[config.mk]
export PLATFORM = sky130hd
export DESIGN_NAME = rc_channel_frame_builder_core
export DESIGN_NICKNAME = d
export VERILOG_FILES = /design/src/hw/rtl/rcfb_pkg.sv /design/src/hw/rtl/rcfb_front.sv /design/src/hw/rtl/rcfb_queue.sv /design/src/hw/rtl/rcfb_back.sv /design/src/hw/rtl/rc_channel_frame_builder_core.sv
export SDC_FILE = /design/constraint.sdc
export NUM_CORES = 1
export LEC_CHECK = 0
export BUFFER_PORTS_ARGS = -buffer_cell sky130_fd_sc_hd__buf_4
export CORE_ASPECT_RATIO = 0.7
export CORE_UTILIZATION = 25
export CTS_CLUSTER_DIAMETER = 100
export DETAILED_ROUTE_END_ITERATION = 6
export HOLD_SLACK_MARGIN = 0.12
export PLACE_DENSITY = 0.46
export SETUP_SLACK_MARGIN = 0.05
export SKIP_CTS_REPAIR_TIMING = 1
export SYNTH_ARGS = -nofsm -noshare
export SYNTH_HDL_FRONTEND = slang
export SYNTH_SLANG_ARGS = --single-unit
export TNS_END_PERCENT = 50
[constraint.sdc]
create_clock -name clk -period 2.5 [get_ports clk]
set_input_delay 0.125 -clock clk [delete_from_list [all_inputs] [get_ports clk]]
set_output_delay 0.125 -clock clk [all_outputs]
set_load 0.03 [all_outputs]
[src/hw/rtl/rcfb_pkg.sv]
// Shared types, constants and the CRC-8 byte update for the RC channel frame builder.
// Used by every module of the block; it depends on nothing else.
`default_nettype none

package rcfb_pkg;

	localparam int CHAN_W        = 11;
	localparam int CH_IDX_W      = 4;
	localparam int BUF_W         = 18;
	localparam int HELD_W        = 5;
	localparam int OUT_DEPTH     = 2;
	localparam int DEFAULT_QUEUE_DEPTH = 4;

	localparam logic [CH_IDX_W-1:0] FIRST_CHANNEL = 4'd0;
	localparam logic [CH_IDX_W-1:0] LAST_CHANNEL  = 4'd15;

	localparam logic [7:0] SYNC_RESET   = 8'hEE;
	localparam logic [7:0] FRAME_LENGTH = 8'd24;
	localparam logic [7:0] FRAME_TYPE   = 8'h16;
	localparam logic [7:0] CRC_POLY     = 8'hD5;

	localparam logic [HELD_W-1:0] BYTE_BITS = 5'd8;
	localparam logic [HELD_W-1:0] CHAN_BITS = 5'd11;
	localparam logic [HELD_W-1:0] MAX_HELD  = 5'd18;

	// One accepted channel, classified by its place in the frame.
	typedef struct packed {
		logic [CHAN_W-1:0] value;
		logic [7:0]        sync;
		logic              first;
		logic              last;
	} item_t;

	typedef struct packed {
		logic [7:0] data;
		logic       last;
	} out_t;

	typedef enum logic [2:0] {
		BK_IDLE,
		BK_SYNC,
		BK_LEN,
		BK_TYPE,
		BK_DATA,
		BK_CRC
	} back_state_t;

	function automatic logic [7:0] crc8_update(input logic [7:0] crc, input logic [7:0] data);
		logic [7:0] c;
		c = crc ^ data;
		for (int i = 0; i < 8; i++) begin
			if (c[7]) begin
				c = {c[6:0], 1'b0} ^ CRC_POLY;
			end else begin
				c = {c[6:0], 1'b0};
			end
		end
		return c;
	endfunction

endpackage

`default_nettype wire

[src/hw/rtl/rcfb_front.sv]
// Front end: accepts channel values, tracks the channel index and the sync register,
// and tags each channel for the back end. Depends on rcfb_pkg.
`default_nettype none

module rcfb_front
	import rcfb_pkg::*;
(
	input  wire logic              clk,
	input  wire logic              arst_n,
	input  wire logic              push,
	output logic                   full,
	input  wire logic [CHAN_W-1:0] channel_value,
	input  wire logic              cfg_we,
	input  wire logic [7:0]        cfg_wdata,
	output logic                   q_wr,
	output item_t                  q_wdata,
	input  wire logic              q_full
);

	logic [CH_IDX_W-1:0] chan_idx_q;
	logic [7:0]          sync_q;

	assign full = q_full;
	assign q_wr = push && !q_full;

	always_comb begin
		q_wdata.value = channel_value;
		q_wdata.sync  = sync_q;
		q_wdata.first = (chan_idx_q == FIRST_CHANNEL);
		q_wdata.last  = (chan_idx_q == LAST_CHANNEL);
	end

	always_ff @(posedge clk or negedge arst_n) begin
		if (!arst_n) begin
			chan_idx_q <= '0;
			sync_q     <= SYNC_RESET;
		end else begin
			if (q_wr) begin
				chan_idx_q <= chan_idx_q + 1'b1;
			end
			if (cfg_we) begin
				sync_q <= cfg_wdata;
			end
		end
	end

endmodule

`default_nettype wire

[src/hw/rtl/rcfb_queue.sv]
// Small item queue between the front and back ends of the frame builder.
// Depends on rcfb_pkg for the item type.
`default_nettype none

module rcfb_queue
	import rcfb_pkg::*;
#(
	parameter int DEPTH = DEFAULT_QUEUE_DEPTH
) (
	input  wire logic  clk,
	input  wire logic  arst_n,
	input  wire logic  wr_en,
	input  item_t      wr_data,
	output logic       full,
	input  wire logic  rd_en,
	output item_t      rd_data,
	output logic       empty
);

	localparam int PTR_W = (DEPTH > 1) ? $clog2(DEPTH) : 1;
	localparam int CNT_W = $clog2(DEPTH + 1);
	localparam logic [PTR_W-1:0] LAST_PTR = PTR_W'(DEPTH - 1);
	localparam logic [CNT_W-1:0] FULL_CNT = CNT_W'(DEPTH);

	item_t            mem_q [DEPTH];
	logic [PTR_W-1:0] wr_ptr_q;
	logic [PTR_W-1:0] rd_ptr_q;
	logic [CNT_W-1:0] cnt_q;
	logic             do_wr;
	logic             do_rd;

	assign full    = (cnt_q == FULL_CNT);
	assign empty   = (cnt_q == '0);
	assign do_wr   = wr_en && !full;
	assign do_rd   = rd_en && !empty;
	assign rd_data = mem_q[rd_ptr_q];

	always_ff @(posedge clk) begin
		if (do_wr) begin
			mem_q[wr_ptr_q] <= wr_data;
		end
	end

	always_ff @(posedge clk or negedge arst_n) begin
		if (!arst_n) begin
			wr_ptr_q <= '0;
			rd_ptr_q <= '0;
			cnt_q    <= '0;
		end else begin
			if (do_wr) begin
				wr_ptr_q <= (wr_ptr_q == LAST_PTR) ? '0 : wr_ptr_q + 1'b1;
			end
			if (do_rd) begin
				rd_ptr_q <= (rd_ptr_q == LAST_PTR) ? '0 : rd_ptr_q + 1'b1;
			end
			if (do_wr && !do_rd) begin
				cnt_q <= cnt_q + 1'b1;
			end else if (do_rd && !do_wr) begin
				cnt_q <= cnt_q - 1'b1;
			end
		end
	end

endmodule

`default_nettype wire

[src/hw/rtl/rcfb_back.sv]
// Back end: packs channel bits into bytes, emits header, payload and CRC bytes
// into a two-entry result queue. Depends on rcfb_pkg.
`default_nettype none

module rcfb_back
	import rcfb_pkg::*;
(
	input  wire logic  clk,
	input  wire logic  arst_n,
	input  wire logic  q_empty,
	output logic       q_rd,
	input  item_t      q_rdata,
	output logic       empty,
	input  wire logic  pop,
	output logic [7:0] frame_byte,
	output logic       last_byte
);

	back_state_t       state_q, state_d;
	logic [BUF_W-1:0]  buf_q, buf_d;
	logic [HELD_W-1:0] held_q, held_d;
	logic [7:0]        crc_q, crc_d;
	logic [7:0]        sync_q, sync_d;
	logic              last_q, last_d;

	logic              emit;
	out_t              emit_data;
	logic              emit_ok;

	logic [BUF_W-1:0]  base_buf;
	logic [2:0]        base_held;
	logic [HELD_W-1:0] held_after;

	out_t              out_mem_q [OUT_DEPTH];
	logic              out_wr_ptr_q;
	logic              out_rd_ptr_q;
	logic [1:0]        out_cnt_q;
	logic              out_pop;

	assign emit_ok    = (out_cnt_q != 2'(OUT_DEPTH));
	assign held_after = held_q - BYTE_BITS;

	always_comb begin
		// Only the bits below held survive; a new frame starts from an empty buffer.
		base_held = q_rdata.first ? 3'd0 : held_q[2:0];
		base_buf  = q_rdata.first ? '0 : (buf_q & ~({BUF_W{1'b1}} << base_held));
	end

	always_comb begin
		state_d   = state_q;
		buf_d     = buf_q;
		held_d    = held_q;
		crc_d     = crc_q;
		sync_d    = sync_q;
		last_d    = last_q;
		q_rd      = 1'b0;
		emit      = 1'b0;
		emit_data = '0;
		case (state_q)
			BK_IDLE: begin
				if (!q_empty) begin
					q_rd    = 1'b1;
					buf_d   = base_buf | (BUF_W'(q_rdata.value) << base_held);
					held_d  = HELD_W'(base_held) + CHAN_BITS;
					sync_d  = q_rdata.sync;
					last_d  = q_rdata.last;
					state_d = q_rdata.first ? BK_SYNC : BK_DATA;
				end
			end
			BK_SYNC: begin
				if (emit_ok) begin
					emit           = 1'b1;
					emit_data.data = sync_q;
					state_d        = BK_LEN;
				end
			end
			BK_LEN: begin
				if (emit_ok) begin
					emit           = 1'b1;
					emit_data.data = FRAME_LENGTH;
					state_d        = BK_TYPE;
				end
			end
			BK_TYPE: begin
				if (emit_ok) begin
					emit           = 1'b1;
					emit_data.data = FRAME_TYPE;
					crc_d          = crc8_update(8'h00, FRAME_TYPE);
					state_d        = BK_DATA;
				end
			end
			BK_DATA: begin
				if (emit_ok) begin
					emit           = 1'b1;
					emit_data.data = buf_q[7:0];
					crc_d          = crc8_update(crc_q, buf_q[7:0]);
					buf_d          = buf_q >> 8;
					held_d         = held_after;
					if (held_after < BYTE_BITS) begin
						state_d = last_q ? BK_CRC : BK_IDLE;
					end
				end
			end
			BK_CRC: begin
				if (emit_ok) begin
					emit           = 1'b1;
					emit_data.data = crc_q;
					emit_data.last = 1'b1;
					buf_d          = '0;
					held_d         = '0;
					state_d        = BK_IDLE;
				end
			end
			default: begin
				state_d = BK_IDLE;
			end
		endcase
	end

	always_ff @(posedge clk or negedge arst_n) begin
		if (!arst_n) begin
			state_q <= BK_IDLE;
			held_q  <= '0;
			buf_q   <= '0;
			crc_q   <= '0;
		end else begin
			state_q <= state_d;
			held_q  <= held_d;
			buf_q   <= buf_d;
			crc_q   <= crc_d;
		end
	end

	always_ff @(posedge clk) begin
		sync_q <= sync_d;
		last_q <= last_d;
	end

	// Result queue: lets the packer run ahead while the receiver stalls.
	assign empty      = (out_cnt_q == 2'd0);
	assign out_pop    = pop && !empty;
	assign frame_byte = out_mem_q[out_rd_ptr_q].data;
	assign last_byte  = out_mem_q[out_rd_ptr_q].last;

	always_ff @(posedge clk) begin
		if (emit) begin
			out_mem_q[out_wr_ptr_q] <= emit_data;
		end
	end

	always_ff @(posedge clk or negedge arst_n) begin
		if (!arst_n) begin
			out_wr_ptr_q <= 1'b0;
			out_rd_ptr_q <= 1'b0;
			out_cnt_q    <= 2'd0;
		end else begin
			if (emit) begin
				out_wr_ptr_q <= ~out_wr_ptr_q;
			end
			if (out_pop) begin
				out_rd_ptr_q <= ~out_rd_ptr_q;
			end
			if (emit && !out_pop) begin
				out_cnt_q <= out_cnt_q + 2'd1;
			end else if (out_pop && !emit) begin
				out_cnt_q <= out_cnt_q - 2'd1;
			end
		end
	end

	a_held_bound: assert property (@(posedge clk) disable iff (!arst_n)
		held_q <= MAX_HELD)
		else $error("bit buffer holds more bits than it can");

	a_crc_only_last: assert property (@(posedge clk) disable iff (!arst_n)
		(state_q == BK_CRC) |-> last_q)
		else $error("CRC byte scheduled for a channel that does not end the frame");

	a_payload_flushed: assert property (@(posedge clk) disable iff (!arst_n)
		(state_q == BK_CRC) |-> (held_q == '0))
		else $error("payload bits left over when the CRC byte goes out");

	a_out_bound: assert property (@(posedge clk) disable iff (!arst_n)
		out_cnt_q <= 2'(OUT_DEPTH))
		else $error("result queue overflow");

	a_no_emit_idle: assert property (@(posedge clk) disable iff (!arst_n)
		$past(emit) |-> !empty)
		else $error("emitted byte did not reach the result queue");

endmodule

`default_nettype wire

[src/hw/rtl/rc_channel_frame_builder_core.sv]
// Top level of the RC channel frame builder: front end, item queue and back end.
// Depends on rcfb_pkg, rcfb_front, rcfb_queue and rcfb_back.
//
// Usage: channel values for channels 0 to 15 are pushed in order on push/full;
// a transaction completes when push is high and full is low. Frame bytes come out
// on frame_byte/last_byte while empty is low and are taken with pop. Each frame is
// 26 bytes: sync address, length 24, type 0x16, 22 packed payload bytes and a
// CRC-8 byte flagged by last_byte. cfg_we/cfg_wdata write the sync address, which
// is sampled when channel 0 is accepted.
// Flow: the back end loads a channel from the item queue in its idle state and then
// emits its bytes (1 to 4) one per cycle while the result queue has room; it takes
// the next channel only once those bytes are out, so the byte packer is the limit.
// The front end takes a new channel every cycle until the item queue (QUEUE_DEPTH
// entries) fills.
// When the receiver stalls, the two-entry result queue fills, the packer stops,
// and then the item queue fills and raises full. Reset empties both queues,
// restarts at channel 0 and sets the sync address to 0xEE.
`default_nettype none

module rc_channel_frame_builder_core
	import rcfb_pkg::*;
#(
	parameter int QUEUE_DEPTH = DEFAULT_QUEUE_DEPTH
) (
	input  wire logic              clk,
	input  wire logic              arst_n,
	input  wire logic              push,
	output logic                   full,
	input  wire logic [CHAN_W-1:0] channel_value,
	output logic                   empty,
	input  wire logic              pop,
	output logic [7:0]             frame_byte,
	output logic                   last_byte,
	input  wire logic              cfg_we,
	input  wire logic [7:0]        cfg_wdata
);

	logic  q_wr;
	item_t q_wdata;
	logic  q_full;
	logic  q_rd;
	item_t q_rdata;
	logic  q_empty;

	rcfb_front u_front (
		.clk           (clk),
		.arst_n        (arst_n),
		.push          (push),
		.full          (full),
		.channel_value (channel_value),
		.cfg_we        (cfg_we),
		.cfg_wdata     (cfg_wdata),
		.q_wr          (q_wr),
		.q_wdata       (q_wdata),
		.q_full        (q_full)
	);

	rcfb_queue #(
		.DEPTH (QUEUE_DEPTH)
	) u_queue (
		.clk     (clk),
		.arst_n  (arst_n),
		.wr_en   (q_wr),
		.wr_data (q_wdata),
		.full    (q_full),
		.rd_en   (q_rd),
		.rd_data (q_rdata),
		.empty   (q_empty)
	);

	rcfb_back u_back (
		.clk        (clk),
		.arst_n     (arst_n),
		.q_empty    (q_empty),
		.q_rd       (q_rd),
		.q_rdata    (q_rdata),
		.empty      (empty),
		.pop        (pop),
		.frame_byte (frame_byte),
		.last_byte  (last_byte)
	);

endmodule

`default_nettype wire
==> impl_metrics.toml <==
[die]
pin_count = 35
die_w_um = 213
initial_core_util_pct = 25.7
core_region_area_sq_um = 30400
core.rowCount = 53
die_h_um = 150
die_area_sq_um = 32000

[route]
drt_iter0_markers = 430
post-route-drc-count = 0
drt-total-wl_um = 17700
vias_per_cell = 4.48
postRouteAntennaNets = 0
route.detailed.wl_per_inst_um = 16.6
routed-via-count = 4793
drt-pass1-iter-count = 5

[power_and_ir_drop]
ir_drop_worst_case_vdd_uv = 602
power-per-cell-area_nw_per_um2 = 1510
p_leak_nw = 3.52

[critical_path]
critical_path.top_delay_family = "multiplexers"
critPathBufInv = 1
critical-path-max-stage-delay_ns = 0.57
critical_path_arrival_ns = 2.54
worst_path_max_delay_cell = "sky130_fd_sc_hd__mux4_2"
critPathMaxFanout = 14
critical_path_required_ns = 2.80
crit_chain = "buf_12, mux4_2, nor2_1, o21ai_0, a32oi_1, and3_1, a211oi_1"
end_kind = "register"
cp-start-kind = "register"
critical_setup_path_kind = "reg -> reg"

[synth]
synth.ff_latch_count = 168
synth_warnings = 0
synth.mux.area_fraction_pct = 12.4
synth_cell_types = 64
synth-seq-area-share_pct = 61.0
netlist_area_sq_um = 7820
yosys.area_share.simple_pct = 8.11
async_reset_ff_share_pct = 33.9
synth.avg_cell_area_sq_um = 13.9
largest_family_of_logic_cells_by_synthesized_area = "multiplexers"
synthFlopType = "sky130_fd_sc_hd__edfxtp_1"
synth_adder_area_share_pct = 2.34
postSynthNetCount = 599
synth_edf_count = 111
synth_compound_gate_area_share_pct = 8.69
post_synth_inst_count = 561
synth-xor-area-share_pct = 4.77

[place]
worst_slack_after_detailed_placement_ns = 0.319
dpl_cell_area_sq_um = 8670
dp_hpwl_um = 12400
routabilityCongestion = 0.863
buffer_ports.inserted = 34
placedCellCount = 1008

[layout]
fin_area_sq_um = 9540
syn2layout_area_growth_pct = 22.1
post_route_cells_drive_above_1_share_pct = 25.3
post-route-util_pct = 31.4
finish.net_count = 682
antenna-diode-count = 0
finalNonFillerCells = 1069

[timing]
timing_worst_slew_pin_value_ns = 0.837
setup_viol = 0
fmaxAchievable_ghz = 0.447
worst_slack_ns = 0.262
timing.final.max_slew_violations = 0
setup_total_negative_slack_ns = 0
hold_violations = 0
timing.final.crit_period_ns = 2.24
tcrit_tclk_final_pct = 89.5
slew_headroom_pct = 44.2
clock-skew-final_ns = 0.00817
unrepaired_setup_endpoints_after_global_routing = "no"

[hold_path]
timing.hold.worst.class = "in -> reg"

[grt]
grt_antenna_before_repair = 0
total_grt_overflow = 0
grt_start_max_net_pins = 58
first_global_vias = 4875
grt_first_pass_wirelength_um = 28200
groute.usage.overall_pct = 11.7

[job]
drv_cap = 0

[run_status]
outcome = "finished, final reports clean"

[clock_tree]
cts-buffers-inserted = 17
cts.sink_count = 168
worst_skew_pair.late_latency_ns = 0.42
cts.htree.levels = 4
root_buffer = "sky130_fd_sc_hd__clkbuf_16"
clock_tree.buffer_depth = 2
tritoncts_clock_tree = "yes"
clkTransAtPathRegs_ns = 0.07
==> flip-flops by register name, summed over array words and instances (netlist names), 3 cells and up <==
| signal | flops |
|---|---|
| u_back.held_q | 5 |
| u_back.out_mem_q | 18 |
| u_back.buf_q | 18 |
| u_front.sync_q | 8 |
| u_queue.cnt_q | 3 |
| u_back.sync_q | 8 |
| u_back.crc_q | 8 |
| u_queue.mem_q | 84 |
| u_front.chan_idx_q | 4 |
| u_back.state_q | 3 |
==> synthesized netlist by cell type (all sizes together) (10+ instances only) <==
cell type / number / share of area, %
buf: 10 / 1.1
xnor2: 23 / 2.9
mux2i: 13 / 1.8
dfrtp: 51 / 16
mux4: 21 / 6.0
a21oi: 20 / 1.3
nor2: 37 / 1.8
nand2: 43 / 2.1
xor2: 13 / 1.6
clkbuf: 17 / 0.82
nand3: 10 / 0.64
o21ai: 27 / 1.7
inv: 14 / 0.67
mux2: 31 / 4.6
ha: 13 / 2.1
edfxtp: 111 / 43
==> metrics by stage <==
stage	hold slack (ns)	total power, W
final	0.313	0.0144
after global routing	0.313	0.0154
after CTS	-0.190	0.0145
after detailed placement	0.278	0.0119
after global placement	0.273	0.0118
after floorplan	-0.171	0.00988
==> cell type report <==
class	count	area, sq um
fill	3079	20800
clock inverter	14	154
multi-input combinational	350	2850
tap	412	515
clock buffer	18	429
timing repair buffer	91	768
inverter	16	61.3
sequential	168	4770
==> cells by family (layout without fill, tap and decap cells) <==
| kind of cell | count (synthesis) | count (layout) |
|---|---|---|
| AOI/OAI and AO/OA | 102 | 102 |
| xor gates and xnor gates | 37 | 37 |
| adders and majority gates | 14 | 14 |
| buffers and inverters | 43 | 139 |
| DFF | 168 | 168 |
| muxes | 65 | 65 |
| and+or+nand+nor | 132 | 132 |
==> report_power, final <==
| group | internal [W] | leakage [nW] | switching (W) |
|---|---|---|---|
| clock network | 0.00134 | 0.282 | 0.00121 |
| registers | 0.00408 | 1.71 | 0.000598 |
| logic | 0.00316 | 1.53 | 0.00402 |
==> final timing paths <==
| kind | startpoint | end | slack, ns | depth (start not counted) |
|---|---|---|---|---|
| worst max-delay path | u_queue.rd_ptr_q[0] | u_back.buf_q[5] | 0.26 | 7 |
| worst min-delay path | push | u_front.chan_idx_q[0] | 0.31 | 4 |
| worst max register to register | u_queue.rd_ptr_q[0] | u_back.buf_q[5] | 0.26 | 7 |
| worst min register to register | u_back.out_wr_ptr_q | u_back.out_wr_ptr_q | 0.49 | 1 |
| max in group asynchronous | arst_n | u_back.buf_q[16] | 1.61 | 2 |
| min in group asynchronous | arst_n | u_queue.cnt_q[0] | 0.34 | 2 |
==> per-layer routing <==
layer	wire (um)	up-vias	track usage [%]	part of all wire [%]
met2	7620	80	16.9	43
met5	0	-	0	0
met3	527	11	2.41	3.0
met4	157	0	3.71	0.89
met1	9390	2428	17.4	53
li1	-	2274	-	-
==> worst reg2reg max path, delay by kind of cell, from the launching register on <==
kind / cells / cell delay [ns]
AOI/OAI and AO/OA: 3 / 0.56
buffers and inverters: 1 / 0.20
DFF: 1 / 0.45
muxes: 1 / 0.57
and+or+nand+nor: 2 / 0.33
==> placed cells by master, fill, tap and decap left out, types with 4 or more instances in the layout <==
master and instances:
sky130_fd_sc_hd__a22oi_1 9, sky130_fd_sc_hd__o22ai_1 4, sky130_fd_sc_hd__xnor2_1 21, sky130_fd_sc_hd__and2_1 6, sky130_fd_sc_hd__dfrtp_1 51, sky130_fd_sc_hd__mux4_2 21
sky130_fd_sc_hd__a211oi_1 4, sky130_fd_sc_hd__inv_6 4, sky130_fd_sc_hd__buf_4 61, sky130_fd_sc_hd__o22a_1 6, sky130_fd_sc_hd__clkbuf_16 17, sky130_fd_sc_hd__inv_8 4
sky130_fd_sc_hd__mux2i_1 12, sky130_fd_sc_hd__nor3_1 8, sky130_fd_sc_hd__inv_1 13, sky130_fd_sc_hd__nor2b_1 6, sky130_fd_sc_hd__nand2b_1 7, sky130_fd_sc_hd__o21ai_0 27
sky130_fd_sc_hd__a21oi_1 20, sky130_fd_sc_hd__a31oi_1 6, sky130_fd_sc_hd__ha_1 13, sky130_fd_sc_hd__nor2_1 36, sky130_fd_sc_hd__nand2_1 43, sky130_fd_sc_hd__o31ai_1 4
sky130_fd_sc_hd__mux2_2 29, sky130_fd_sc_hd__edfxtp_1 111, sky130_fd_sc_hd__nand3_1 10, sky130_fd_sc_hd__dlygate4sd3_1 29, sky130_fd_sc_hd__xor2_1 12, sky130_fd_sc_hd__dfstp_2 6
(Power assumes the default switching activity.)
